File: src/assert_macros.svh
// ----------------------------------------------------------------------------
// Assertion macros
// Concurrent assertion wrappers shared by the RTL; empty under synthesis.
// ----------------------------------------------------------------------------
`ifndef ASSERT_MACROS_SVH
`define ASSERT_MACROS_SVH

`ifndef SYNTHESIS
`define ASSERT_PROP(label, clk, rst_n, prop) \
    label: assert property (@(posedge clk) disable iff (!(rst_n)) (prop)) \
        else $error("assertion failed");
`define ASSERT_PROP_NR(label, clk, prop) \
    label: assert property (@(posedge clk) (prop)) \
        else $error("assertion failed");
`else
`define ASSERT_PROP(label, clk, rst_n, prop)
`define ASSERT_PROP_NR(label, clk, prop)
`endif

`endif

File: src/tss_pkg.sv
// ----------------------------------------------------------------------------
// tss_pkg
// Shared constants and types of the tone slot sequencer.
// ----------------------------------------------------------------------------
`default_nettype none

package tss_pkg;

    localparam int CPU_CLOCK_HZ = 8000000;
    localparam int TICK_MS      = 10;

    localparam int CMD_W    = 2;
    localparam int FREQ_W   = 16;
    localparam int DUR_W    = 16;
    localparam int PERIOD_W = 16;
    localparam int HIGH_W   = 15;

    // Timer clock is a quarter of the CPU clock
    localparam int DIVIDEND = CPU_CLOCK_HZ / 4;
    localparam int QUO_W    = $clog2(DIVIDEND + 1);
    localparam int CNT_W    = $clog2(QUO_W);

    localparam int IN_DATA_W    = FREQ_W + DUR_W;
    localparam int OUT_FIELDS_W = 1 + PERIOD_W + HIGH_W + 1;
    localparam int OUT_DATA_W   = ((OUT_FIELDS_W + 7) / 8) * 8;

    typedef enum logic [CMD_W-1:0] {
        CMD_TICK  = 2'd0,
        CMD_PLAY  = 2'd1,
        CMD_QUEUE = 2'd2
    } cmd_t;

endpackage

`default_nettype wire

File: src/tone_slot_sequencer_unit.sv
// ----------------------------------------------------------------------------
// tone_slot_sequencer_unit
// Buzzer tone scheduler with one playing slot and one queued slot.
// ----------------------------------------------------------------------------
// One request is taken at a time, and the next one only once the last has
// been emitted. When the timer period is left alone a request passes from the
// exec state to the emit state. When a new nonzero frequency has to be turned
// into a period, the bit-serial divider producing one quotient bit a cycle
// runs in between, in the divide state. A finished result sits in the output
// register, so the next request is taken while it waits.
// Input: s_tuser carries the command, s_tdata the frequency and duration.
`default_nettype none
`include "assert_macros.svh"

module tone_slot_sequencer_unit (
    input  wire logic                            aclk,
    input  wire logic                            aresetn,
    input  wire logic                            s_tvalid,
    output logic                                 s_tready,
    // [15:0] freq_hz, [31:16] duration_ms
    input  wire logic [tss_pkg::IN_DATA_W-1:0]   s_tdata,
    // [1:0] cmd
    input  wire logic [tss_pkg::CMD_W-1:0]       s_tuser,
    output logic                                 m_tvalid,
    input  wire logic                            m_tready,
    // [0] tone_on, [16:1] period_count, [31:17] high_count, [32] reprogrammed,
    // upper bits zero
    output logic [tss_pkg::OUT_DATA_W-1:0]       m_tdata
);
    import tss_pkg::*;

    typedef enum logic [1:0] {
        ST_IDLE,
        ST_EXEC,
        ST_DIV,
        ST_EMIT
    } state_t;

    state_t             state_reg,        state_next;
    cmd_t               cmd_reg,          cmd_next;
    logic [FREQ_W-1:0]  freq_in_reg,      freq_in_next;
    logic [DUR_W-1:0]   dur_in_reg,       dur_in_next;
    logic [DUR_W-1:0]   remaining_reg,    remaining_next;
    logic [FREQ_W-1:0]  current_freq_reg, current_freq_next;
    logic [FREQ_W-1:0]  queued_freq_reg,  queued_freq_next;
    logic [DUR_W-1:0]   queued_len_reg,   queued_len_next;
    logic [PERIOD_W-1:0] period_reg,      period_next;
    logic               changed_reg,      changed_next;
    logic               m_tvalid_reg,     m_tvalid_next;
    logic               tone_on_reg,      tone_on_next;
    logic [PERIOD_W-1:0] period_out_reg,  period_out_next;
    logic [HIGH_W-1:0]  high_out_reg,     high_out_next;
    logic               reprog_out_reg,   reprog_out_next;

    logic               tone_req;
    logic [FREQ_W-1:0]  tone_freq;
    logic               div_start;
    logic               div_done;
    logic [QUO_W-1:0]   div_quo;
    logic [PERIOD_W-1:0] div_sat;

    tss_div u_div (
        .aclk     (aclk),
        .aresetn  (aresetn),
        .start    (div_start),
        .divisor  (tone_freq),
        .done     (div_done),
        .quotient (div_quo)
    );

    // Clamp the period to the timer width
    assign div_sat = (|div_quo[QUO_W-1:PERIOD_W]) ? '1 : div_quo[PERIOD_W-1:0];

    always_comb begin
        state_next        = state_reg;
        cmd_next          = cmd_reg;
        freq_in_next      = freq_in_reg;
        dur_in_next       = dur_in_reg;
        remaining_next    = remaining_reg;
        current_freq_next = current_freq_reg;
        queued_freq_next  = queued_freq_reg;
        queued_len_next   = queued_len_reg;
        period_next       = period_reg;
        changed_next      = changed_reg;
        m_tvalid_next     = m_tvalid_reg && !m_tready;
        tone_on_next      = tone_on_reg;
        period_out_next   = period_out_reg;
        high_out_next     = high_out_reg;
        reprog_out_next   = reprog_out_reg;
        tone_req          = 1'b0;
        tone_freq         = '0;
        div_start         = 1'b0;

        unique case (state_reg)
            ST_IDLE: begin
                if (s_tvalid) begin
                    cmd_next     = cmd_t'(s_tuser);
                    freq_in_next = s_tdata[FREQ_W-1:0];
                    dur_in_next  = s_tdata[FREQ_W +: DUR_W];
                    state_next   = ST_EXEC;
                end
            end
            ST_EXEC: begin
                unique case (cmd_reg)
                    CMD_TICK: begin
                        if (remaining_reg != '0) begin
                            // Saturate at zero; the queue is looked at next tick
                            remaining_next = (remaining_reg > DUR_W'(TICK_MS)) ?
                                             remaining_reg - DUR_W'(TICK_MS) : '0;
                        end else if (queued_len_reg != '0) begin
                            tone_req        = 1'b1;
                            tone_freq       = queued_freq_reg;
                            remaining_next  = queued_len_reg;
                            queued_len_next = '0;
                        end else begin
                            tone_req = 1'b1;
                        end
                    end
                    CMD_PLAY: begin
                        tone_req        = 1'b1;
                        tone_freq       = freq_in_reg;
                        remaining_next  = dur_in_reg;
                        queued_len_next = '0;
                    end
                    CMD_QUEUE: begin
                        queued_freq_next = freq_in_reg;
                        queued_len_next  = dur_in_reg;
                    end
                    default: begin
                    end
                endcase
                changed_next = tone_req && (tone_freq != current_freq_reg);
                state_next   = ST_EMIT;
                if (changed_next) begin
                    current_freq_next = tone_freq;
                    if (tone_freq == '0) begin
                        period_next = '0;
                    end else begin
                        div_start  = 1'b1;
                        state_next = ST_DIV;
                    end
                end
            end
            ST_DIV: begin
                if (div_done) begin
                    period_next = div_sat;
                    state_next  = ST_EMIT;
                end
            end
            ST_EMIT: begin
                // Hold until the output register is free
                if (!m_tvalid_reg || m_tready) begin
                    m_tvalid_next   = 1'b1;
                    tone_on_next    = current_freq_reg != '0;
                    period_out_next = (current_freq_reg != '0) ? period_reg : '0;
                    high_out_next   = (current_freq_reg != '0) ?
                                      period_reg[PERIOD_W-1:1] : '0;
                    reprog_out_next = changed_reg;
                    state_next      = ST_IDLE;
                end
            end
        endcase
    end

    always_ff @(posedge aclk) begin
        if (!aresetn) begin
            state_reg        <= ST_IDLE;
            cmd_reg          <= CMD_TICK;
            freq_in_reg      <= '0;
            dur_in_reg       <= '0;
            remaining_reg    <= '0;
            current_freq_reg <= '0;
            queued_freq_reg  <= '0;
            queued_len_reg   <= '0;
            period_reg       <= '0;
            changed_reg      <= 1'b0;
            m_tvalid_reg     <= 1'b0;
            tone_on_reg      <= 1'b0;
            period_out_reg   <= '0;
            high_out_reg     <= '0;
            reprog_out_reg   <= 1'b0;
        end else begin
            state_reg        <= state_next;
            cmd_reg          <= cmd_next;
            freq_in_reg      <= freq_in_next;
            dur_in_reg       <= dur_in_next;
            remaining_reg    <= remaining_next;
            current_freq_reg <= current_freq_next;
            queued_freq_reg  <= queued_freq_next;
            queued_len_reg   <= queued_len_next;
            period_reg       <= period_next;
            changed_reg      <= changed_next;
            m_tvalid_reg     <= m_tvalid_next;
            tone_on_reg      <= tone_on_next;
            period_out_reg   <= period_out_next;
            high_out_reg     <= high_out_next;
            reprog_out_reg   <= reprog_out_next;
        end
    end

    assign s_tready = state_reg == ST_IDLE;
    assign m_tvalid = m_tvalid_reg;
    assign m_tdata  = {(OUT_DATA_W - OUT_FIELDS_W)'(0), reprog_out_reg, high_out_reg,
                       period_out_reg, tone_on_reg};

    `ASSERT_PROP(a_silent_no_period, aclk, aresetn, (current_freq_reg == '0) |-> (period_reg == '0))
    `ASSERT_PROP(a_div_done_in_wait, aclk, aresetn, div_done |-> (state_reg == ST_DIV))
    `ASSERT_PROP(a_busy_after_accept, aclk, aresetn, (s_tvalid && s_tready) |=> !s_tready)

endmodule

`default_nettype wire

File: src/tss_div.sv
// ----------------------------------------------------------------------------
// tss_div
// Restoring divider: timer clock over tone frequency, one quotient bit a cycle.
// ----------------------------------------------------------------------------
`default_nettype none
`include "assert_macros.svh"

module tss_div (
    input  wire logic                        aclk,
    input  wire logic                        aresetn,
    input  wire logic                        start,
    input  wire logic [tss_pkg::FREQ_W-1:0]  divisor,
    output logic                             done,
    output logic [tss_pkg::QUO_W-1:0]        quotient
);
    import tss_pkg::*;

    logic                busy_reg;
    logic                done_reg;
    logic [CNT_W-1:0]    cnt_reg;
    logic [FREQ_W-1:0]   rem_reg;
    logic [FREQ_W-1:0]   dvs_reg;
    logic [QUO_W-1:0]    quo_reg;

    logic [FREQ_W:0]     trial;
    logic                fits;
    logic [FREQ_W:0]     diff;

    // Shift in the next dividend bit and try a subtraction
    always_comb begin
        trial = {rem_reg, quo_reg[QUO_W-1]};
        fits  = trial >= {1'b0, dvs_reg};
        diff  = trial - {1'b0, dvs_reg};
    end

    always_ff @(posedge aclk) begin
        if (!aresetn) begin
            busy_reg <= 1'b0;
            done_reg <= 1'b0;
            cnt_reg  <= '0;
            rem_reg  <= '0;
            dvs_reg  <= '0;
            quo_reg  <= '0;
        end else begin
            done_reg <= 1'b0;
            if (start && !busy_reg) begin
                busy_reg <= 1'b1;
                cnt_reg  <= CNT_W'(QUO_W - 1);
                rem_reg  <= '0;
                dvs_reg  <= divisor;
                quo_reg  <= QUO_W'(DIVIDEND);
            end else if (busy_reg) begin
                rem_reg <= fits ? diff[FREQ_W-1:0] : trial[FREQ_W-1:0];
                quo_reg <= {quo_reg[QUO_W-2:0], fits};
                cnt_reg <= cnt_reg - 1'b1;
                if (cnt_reg == '0) begin
                    busy_reg <= 1'b0;
                    done_reg <= 1'b1;
                end
            end
        end
    end

    assign done     = done_reg;
    assign quotient = quo_reg;

    `ASSERT_PROP(a_start_when_free, aclk, aresetn, start |-> !busy_reg)
    `ASSERT_PROP(a_done_ends_run, aclk, aresetn, done_reg |-> (!busy_reg && $past(busy_reg)))
    `ASSERT_PROP(a_nonzero_divisor, aclk, aresetn, busy_reg |-> (dvs_reg != '0))

endmodule

`default_nettype wire

File: config.mk
export PLATFORM = sky130hd
export DESIGN_NAME = tone_slot_sequencer_unit
export DESIGN_NICKNAME = d
export VERILOG_FILES = /design/src/tss_pkg.sv /design/src/tone_slot_sequencer_unit.sv /design/src/tss_div.sv
export VERILOG_INCLUDE_DIRS = /design/src /design/src/src
export SDC_FILE = /design/constraint.sdc
export NUM_CORES = 1
export LEC_CHECK = 0
export BUFFER_PORTS_ARGS = -buffer_cell sky130_fd_sc_hd__buf_2
export CAP_MARGIN = 20
export CELL_PAD_IN_SITES_DETAIL_PLACEMENT = 0
export CELL_PAD_IN_SITES_GLOBAL_PLACEMENT = 2
export CORE_ASPECT_RATIO = 1.2
export CORE_MARGIN = 3
export CORE_UTILIZATION = 37
export CTS_CLUSTER_SIZE = 14
export DETAILED_ROUTE_END_ITERATION = 8
export PLACE_DENSITY_LB_ADDON = 0.3
export SLEW_MARGIN = 5
export SYNTH_ARGS = -nofsm -noshare
export SYNTH_HDL_FRONTEND = slang
export SYNTH_SLANG_ARGS = --single-unit
File: constraint.sdc
create_clock -name aclk -period 3.9 [get_ports aclk]
set_input_delay 0.39 -clock aclk [delete_from_list [all_inputs] [get_ports aclk]]
set_output_delay 0.39 -clock aclk [all_outputs]
set_load 0.005 [all_outputs]
# Word-level counts from Yosys, hierarchy flattened
# Index checks and enable logic that the tools add are counted.
[word_totals] ff_bits=211 latchBits=0 mem_bits_rw=0 romBits=0 n_memories=0
[classes] add_sub_neg=3 n_mul=0 div=0 order_cmp=2 eq_ne=14 shift=0 n_mux=42 bitwise=2 n_reduce_logical=29
[ops] cell="$mux 16" n=15
[ops] cell="$pmux 16 s2" n=3
[ops] cell="$pmux 16 s3" n=1
[ops] cell="$reduce_bool 16->1" n=3
[ops] cell="$mux 21" n=2
[ops] cell="$ge 17x16->1" n=1
[ops] cell="$gt 16x4->1 const B" n=1
[ops] cell="$logic_not 16->1" n=1
[ops] cell="$ne 16x16->1" n=1
[ops] cell="$sub 16x16->16" n=1
[ops] cell="$sub 16x4->16 const B" n=1
[ops] cell="$mux 15" n=1
[ops] cell="$mux 1" n=13
[ops] cell="$ne 2x2->1 const B" n=6
[ops] cell="$mux 5" n=2
[ops] cell="$pmux 2 s4" n=1
[ops] cell="$reduce_and 2->1" n=4
[ops] cell="$reduce_and 4->1" n=2
[ops] cell="$eq 2x2->1 const B" n=3
[ops] cell="$mux 2" n=3
[ops] cell="$reduce_and 3->1" n=2
[ops] cell="$reduce_bool 2->1" n=3
[ops] cell="$logic_not 5->1" n=1
[ops] cell="$reduce_or 5->1" n=1
[ops] cell="other kinds (13)" n=20

# Logic depth before layout (Yosys ltp)
# Gate-level depths: netlist of the first run.
[logic_depth] word_depth=11 depth_mapped=11 ltp_nobuf=11

# Hierarchy
# From an unflattened synthesis of the first run, not the netlist that was laid out.
[hier_totals] cells_unflattened=1251 hier_area_um2=10089.7
[by_module_without_submodules] mod="tone_slot_sequencer_unit" instances=1 cells_each=883 area_per_inst_um2=6887.9 seq_area_each_um2=2722.6
[by_module_without_submodules] mod="tss_div" instances=1 cells_each=368 area_per_inst_um2=3201.8 seq_area_each_um2=1201.2

# Worst setup path before layout of the first run
# No wires, ideal clock.
[synth_path] path_type="register to register" start="register u_div.dvs_reg[4]" end="register u_div.rem_reg[13]" setup_time_ps=122 arrival_ps=2700 required_time_ps=3778 path_slack_ps=1078 path_stages_with_launch=12 path_buffers=1 path_cell_list="dfxtp_1 -> inv_1 -> ha_1 -> a21oi_1 -> o21ai_0 -> or3_1 -> o221ai_1 -> a211oi_1 -> o31ai_1 -> clkbuf_1 -> nor4_1 -> o311a_1"
[synth_between] elab_chain_cells=2 word_cells_on_any_way=3
[synth_lines] element="start: declaration" line="tss_div.sv:22" source="logic [FREQ_W-1:0] dvs_reg;"
[synth_lines] element="start signal: assignment" line="tss_div.sv:50" source="dvs_reg <= divisor;"
[synth_lines] element="$sub 16x16->16 or $ge 17x16->1 (tied branches)" line="tss_div.sv:33, tss_div.sv:32"
[synth_lines] element="$mux 16 *" line="tss_div.sv:53" source="rem_reg <= fits ? diff[FREQ_W-1:0] : trial[FREQ_W-1:0];"
[synth_lines] element="end signal: assignment" line="tss_div.sv:53"
[synth_lines] element="end: declaration" line="tss_div.sv:21" source="logic [FREQ_W-1:0] rem_reg;"
# Mark *: on every way between the ends. The rest lies on a longest branch, timed or not.
# A chain may end at the register's enable or synchronous reset.

# Worst setup path in the final report of the first run
[layout_path] start="register current_freq_reg[5]" end="register u_div.cnt_reg[1]"
[layout_between] elab_chain_cells=6
[layout_lines] element="start: declaration" line="tone_slot_sequencer_unit.sv:44" source="logic [FREQ_W-1:0] current_freq_reg, current_freq_next;"
[layout_lines] element="start signal: assignment" line="tone_slot_sequencer_unit.sv:188" source="current_freq_reg <= current_freq_next;"
[layout_lines] element="$ne 16x16->1" line="tone_slot_sequencer_unit.sv:132" source="changed_next = tone_req && (tone_freq != current_freq_reg);"
[layout_lines] element="$logic_and 1x1->1" line="tone_slot_sequencer_unit.sv:132"
[layout_lines] element="$mux 1" line="tone_slot_sequencer_unit.sv:134" source="if (changed_next) begin"
[layout_lines] element="$mux 1" line="tone_slot_sequencer_unit.sv:94" source="unique case (state_reg)"
[layout_lines] element="$logic_and 1x1->1" line="tss_div.sv:46" source="if (start && !busy_reg) begin"
[layout_lines] element="$reduce_or 2->1 (no line)"
[layout_lines] element="end signal: assignment" line="tss_div.sv:48" source="cnt_reg <= CNT_W'(QUO_W - 1);"
[layout_lines] element="end signal: assignment" line="tss_div.sv:55" source="cnt_reg <= cnt_reg - 1'b1;"
[layout_lines] element="end: declaration" line="tss_div.sv:20" source="logic [CNT_W-1:0] cnt_reg;"
# No other way between the ends.

==> run summary, run 1 <==
Synthesized area: 10000 µm²
Site Rows: 65
GP Congestion: 0.899
Vias in the first global route: 8196
Flops & latches, synth: 196
Met3 WL: 927 µm
Clk_skew: 0.0123 ns
Core box area: 26400 µm²
CTS H-tree depth: 4
Net count, final: 1280
Adder-Cell Fraction of Synth Area: 3.08%
Critical Path Start Type: register
CP max FO: 32
Arrival time worst endpoint: 3.68 ns
Number of synthesized flops with an enable pin: 0
Root buf cell: clkbuf_16
Post-layout minimum cycle time: 3.33 ns
Synth Area in Compound Gates: 22.3%
Initial DRC count: 517
Diodes inserted: 0
Cell Count, Final, Fillers Out: 1566
Hold Fails Final Rpt: 0
Status: complete, no violations
RSZ-0062 raised after global routing: no
Detailed-route via count: 8476
Cell count after synthesis: 1203
Slew Viols, Final: 0
Crit Path Class: reg2reg
Worst skew pair latency: 0.44 ns
Largest register FFs: 21
Pwr Density: 889 nW/µm²
Port bufs: 72
Clock-pin transition on the worst setup and hold timing paths: 0.08 ns
Mux contribution to synthesized area: 6.18%
Hold crit path type: in2reg
Predominant post-synthesis flop cell: dfxtp_1
Post-CTS sizing: 0
DRT Wirelength: 26.3 mm
Starting density of the core: 37.9%
TritonCTS Sinks: 196
Synth Area in XOR/XNOR: 1.49%
Top Metal Used: met4
Synth Area per Inst: 8.32 µm²
Total Routing Usage GR: 18.5%
Fin crit share: 85.4%
DR WL met2: 12.1 mm
Cts hold-fix bufs: 0
Dpl ws: 0.499 ns
Largest family of logic cells by synthesized area: compound AO/OA/AOI/OAI gates
Worst-Margin Slew: 1.02 ns
Detailed Place HPWL: 18.5 mm
Placed cell count: 1534
Synth Warn #: 0
Share of layout cells above drive strength 1: 14.4%
CTS max path bufs: 2
Number of setup buffers added after CTS: 0
Post-route ant nets: 0
LEAKAGE: 4.06 nW
Area growth syn-to-layout: 10.9%
Req. time, crit path: 4.26 ns
WL per Instance: 16.8 µm
Metal1 wirelength: 12.7 mm
Crit end category: register
Drt pass-1 iters: 5
Max-cap violations: 0
Setup TNS: 0 ns
Endpoints failing setup: 0
Inserted Clock Buffers: 17
DRC: 0
Vias per Instance: 5.41
Post-synth ARST share: 0%
CTS tree: built
Maximum vdd drop: 0.000698 V
Fmax: 300 MHz
Simple-gate area share of the yosys netlist: 20.6%
Post-route setup slack: 0.570 ns
Die W: 156 µm
Initial antenna violation count: 0
Sequential area share after synthesis: 39.2%
Die H: 186 µm
Normalized max-slew margin: 31.8%
I/O Pins: 80
Die Area: 29100 µm²
Pin count of the biggest net entering global routing: 86
Synth unique cells: 76
Total gr overflow: 0
First-pass GRT wire length: 43.7 mm
-- metal layers --
layer | up-vias | GRT usage [%]
met5 | - | 0
met4 | 0 | 5.85
met3 | 32 | 2.68
met2 | 155 | 29.9
met1 | 4001 | 25.6
li1 | 4288 | -
-- logic make-up (layout without fill, tap and decap cells) --
family / count (synthesis) / count (layout)
other: 1 / 7
flip-flops: 196 / 196
XOR/XNOR: 17 / 17
buffers and inverters: 152 / 174
AND/OR/NAND/NOR: 447 / 447
AO/OA/AOI/OAI: 306 / 306
adder cells (fa/ha/maj): 24 / 24
multiplexers: 60 / 60
-- metrics by stage --
stage | cell area [µm²] | util (%) | hold WS, ns | power (mW)
floorplan | 10000 | - | 0.434 | 6.88
global placement | 10500 | 39.6 | 0.444 | 8.14
detailed placement | 10500 | 39.7 | 0.449 | 8.13
CTS | 11100 | 42.0 | 0.148 | 9.95
global route | 11100 | 42.0 | 0.159 | 10.7
finish | 11100 | 42.0 | 0.172 | 9.87
-- synthesized netlist by cell type, drive strengths merged, types with 5 or more instances --
library cell / n / share of area [%]
a211o: 8 / 0.70
a211oi: 43 / 4.4
a21oi: 103 / 5.2
a221oi: 8 / 0.70
a22o: 14 / 1.2
a22oi: 16 / 1.2
a31oi: 6 / 0.38
and2: 6 / 0.38
and3: 5 / 0.31
buf: 41 / 2.9
clkbuf: 59 / 2.2
dfxtp: 196 / 39
ha: 23 / 2.9
inv: 51 / 1.9
mux2i: 59 / 6.0
nand2: 173 / 6.6
nand2b: 15 / 0.94
nand3: 25 / 1.3
nand3b: 7 / 0.53
nand4: 6 / 0.53
nor2: 131 / 4.9
nor2b: 15 / 0.94
nor3: 18 / 0.90
nor4: 22 / 1.5
o2111ai: 5 / 0.61
o211ai: 18 / 1.5
o21ai: 30 / 1.5
o221a: 8 / 0.90
o22ai: 6 / 0.38
or3: 10 / 0.63
or4: 5 / 0.45
xnor2: 11 / 0.96
xor2: 6 / 0.53
-- layout by cell type, fill, tap and decap left out, types with 6 or more instances in the layout --
master and n:
a211oi_2 23, a21oi_1 103, inv_8 6, nor2_1 131
a211o_1 8, inv_1 50, nand2_1 170, nand3b_1 7
a211oi_1 20, buf_2 72, mux2i_1 58, a22o_1 14
o22ai_1 6, o211ai_1 17, ha_1 23, and2_1 6
o221a_2 8, a221oi_1 8, conb_1 7, nor4_1 21
o21ai_0 29, nand2b_1 15, xor2_1 6, dfxtp_1 195
nor3_1 18, nor2b_1 14, or3_1 10, a22oi_1 16
xnor2_1 11, nand3_1 25, clkbuf_16 17, buf_4 16
-- final cells by class --
| cell class | count | area (µm²) |
|---|---|---|
| fill | 2735 | 15300 |
| multi-input combinational | 861 | 5420 |
| sequential | 196 | 3930 |
| timing repair buffer | 90 | 528 |
| clock buffer | 17 | 425 |
| tap | 335 | 419 |
| inverter | 52 | 198 |
| clock inverter | 15 | 176 |
-- worst max-delay path: stages, from the launching register on --
cell	delay, ns
dfxtp_1	0.34
nor4_1	0.52
nor2_1	0.07
or4b_1	0.53
a2111oi_2	0.47
nand4_4	0.20
o2111ai_4	0.24
nand2_2	0.47
a211oi_1	0.38
-- report_power, final --
part           internal [mW]  total, mW  leakage, nW  switching, mW
combinational           2.13       5.55         2.18           3.42
clock                  0.871       1.78        0.297          0.907
sequential              2.26       2.54         1.59          0.277
total                   5.27       9.87         4.06           4.60
-- final timing paths --
path                       start                to  slack (ns)  cells after the start
max          current_freq_reg[5]  u_div.cnt_reg[1]        0.57                      8
min                  s_tdata[24]     dur_in_reg[8]        0.17                      3
max reg2reg  current_freq_reg[5]  u_div.cnt_reg[1]        0.57                      8
min reg2reg        period_reg[8]     period_reg[8]        0.46                      2
Note: power is estimated with default switching activity, not from simulation.
==> run 2, diff against run 1 <==
==> constraint.sdc (replaced) <==
create_clock -name aclk -period 3.9 [get_ports aclk]
set_input_delay 0.78 -clock aclk [delete_from_list [all_inputs] [get_ports aclk]]
set_output_delay 0.78 -clock aclk [all_outputs]
set_load 0.005 [all_outputs]
==> run summary, run 2 (synthesis gave the netlist of run 1 again) <==
Status: complete, no violations
Maximum vdd drop: 0.000590 V (-15%)
Placed cell count: 1536 (+0.13%)
Req. time, crit path: 4.24 ns (-0.02 ns)
Fmax: 306 MHz (+1.7%)
Detailed Place HPWL: 18.5 mm (about the same)
Site Rows: 65 (unchanged)
Dpl ws: 0.517 ns (+0.0182 ns)
DRT Wirelength: 26.2 mm (-0.30%)
TritonCTS Sinks: 196 (unchanged)
GP Congestion: 0.896 (-0.31%)
Initial antenna violation count: 0 (unchanged)
Cts hold-fix bufs: 0 (unchanged)
Vias in the first global route: 8266 (+0.85%)
Die Area: 29100 µm² (unchanged)
Critical Path Start Type: register
Multi-input gate area in the final layout: 5420 µm² (unchanged)
Setup TNS: 0 ns (unchanged)
Post-route setup slack: 0.627 ns (+0.0568 ns)
Max-cap violations: 0 (unchanged)
CP max FO: 32 (unchanged)
Initial DRC count: 474 (-8.3%)
Normalized max-slew margin: 47.5% (+16 points)
Number of setup buffers added after CTS: 0 (unchanged)
Die W: 156 µm (unchanged)
CTS H-tree depth: 4 (unchanged)
Total gr overflow: 0 (unchanged)
CTS max path bufs: 2 (unchanged)
Largest register FFs: 21 (unchanged)
Post-route ant nets: 0 (unchanged)
Worst skew pair latency: 0.44 ns (about the same)
Hold crit path type: reg2reg
Drt pass-1 iters: 5 (unchanged)
Fin crit share: 83.9% (-1.5 points)
Crit end category: register
Starting density of the core: 37.9% (unchanged)
CTS tree: built
Cell Count, Final, Fillers Out: 1568 (+0.13%)
Reg2Reg Setup Slack: 0.63 ns (+0.06 ns)
Port bufs: 72 (unchanged)
Crit Path Class: reg2reg
Area growth syn-to-layout: 11.4%
Worst-Margin Slew: 0.780 ns (-0.240 ns)
Hold Fails Final Rpt: 0 (unchanged)
Die H: 186 µm (unchanged)
Pin count of the biggest net entering global routing: 61 (-29%)
I/O Pins: 80 (unchanged)
Storage cell area: 3930 µm² (unchanged)
RSZ-0062 raised after global routing: no
Share of layout cells above drive strength 1: 14.5% (+0.14 points)
Number of fill cells: 2726 (-0.33%)
Post-layout minimum cycle time: 3.27 ns (-0.0568 ns)
Core box area: 26400 µm² (unchanged)
Endpoints failing setup: 0 (unchanged)
Arrival time worst endpoint: 3.62 ns (-0.06 ns)
WL per Instance: 16.7 µm (-0.43%)
Slew Viols, Final: 0 (unchanged)
Root buf cell: clkbuf_16
Most common cell after layout, fill and taps aside: dfxtp_1
Vias per Instance: 5.36 (-0.88%)
Pwr Density: 890 nW/µm² (about the same)
Clock-pin transition on the worst setup and hold timing paths: 0.08 ns (about the same)
Detailed-route via count: 8412 (-0.76%)
First-pass GRT wire length: 43.5 mm (-0.62%)
Most frequent cells in the layout: dfxtp_1 (195), nand2_1 (170), nor2_1 (131)
Post-CTS sizing: 0 (unchanged)
Diodes inserted: 0 (unchanged)
Final hold slack: 0.461 ns (+0.289 ns)
DRC: 0 (unchanged)
Clk_skew: 0.0134 ns (+0.00103 ns)
Total Routing Usage GR: 18.3% (-0.21 points)
LEAKAGE: 4.08 nW (+0.33%)
Net count, final: 1282 (+0.16%)
Inserted Clock Buffers: 17 (unchanged)
-- run 2: changes by cell type in the layout (fill, tap and decap cells not counted) --
cell,previous run,this run
inv_8,6,2
inv_6,1,4
clkinv_2,2,0
buf_12,1,2
buf_4,16,17
bufinv_16,0,1
clkinv_4,1,2
clkinvlp_4,0,1
-- run 2: area by class of cell --
cell class	instances	share of cell area (%)
clock buffer	17	3.82
clock inverter	15	1.74
inverter	52	1.77
multi-input combinational	861	48.7
sequential	196	35.2
tap	335	3.76
timing repair buffer	92	4.99
-- run 2: power by group --
part	internal, mW	leakage (nW)	total, mW	switching (mW)
combinational	2.18	2.19	5.54	3.37
clock	0.928	0.297	1.83	0.899
sequential	2.26	1.59	2.55	0.286
-- run 2: per-layer routing --
metal | up-vias | wire length [µm] | global-route usage, %
met1 | 3947 | 12700 | 24.9
li1 | 4285 | - | -
met4 | 0 | 436 | 5.18
met2 | 155 | 12300 | 30.2
met3 | 25 | 773 | 2.78
met5 | - | 0 | 0
-- run 2: per-stage QoR --
stage / area [µm²] / util, % / total power, mW
after global placement: 10500 / 39.7 / 8.12
after detailed placement: 10500 / 39.8 / 8.16
final: 11100 / 42.1 / 9.91
after CTS: 11100 / 42.1 / 10.0
after global routing: 11100 / 42.1 / 10.7
after floorplan: 10000 / - / 6.88
-- run 2: path summary, 6_finish.rpt --
kind / from / end / cells past startpoint
max: current_freq_reg[2] / u_div.cnt_reg[1] / 8
min: period_reg[10] / period_reg[10] / 2
max reg2reg: current_freq_reg[2] / u_div.cnt_reg[1] / 8
min reg2reg: period_reg[10] / period_reg[10] / 2
-- run 2: critical path, stage by stage (launching register included) --
cell,delay (ns)
dfxtp_1,0.33
nor4_1,0.50
nor2_1,0.08
or4b_1,0.52
nor4_1,0.46
mux2i_4,0.19
o2111ai_4,0.26
nand2_2,0.47
a211oi_1,0.37
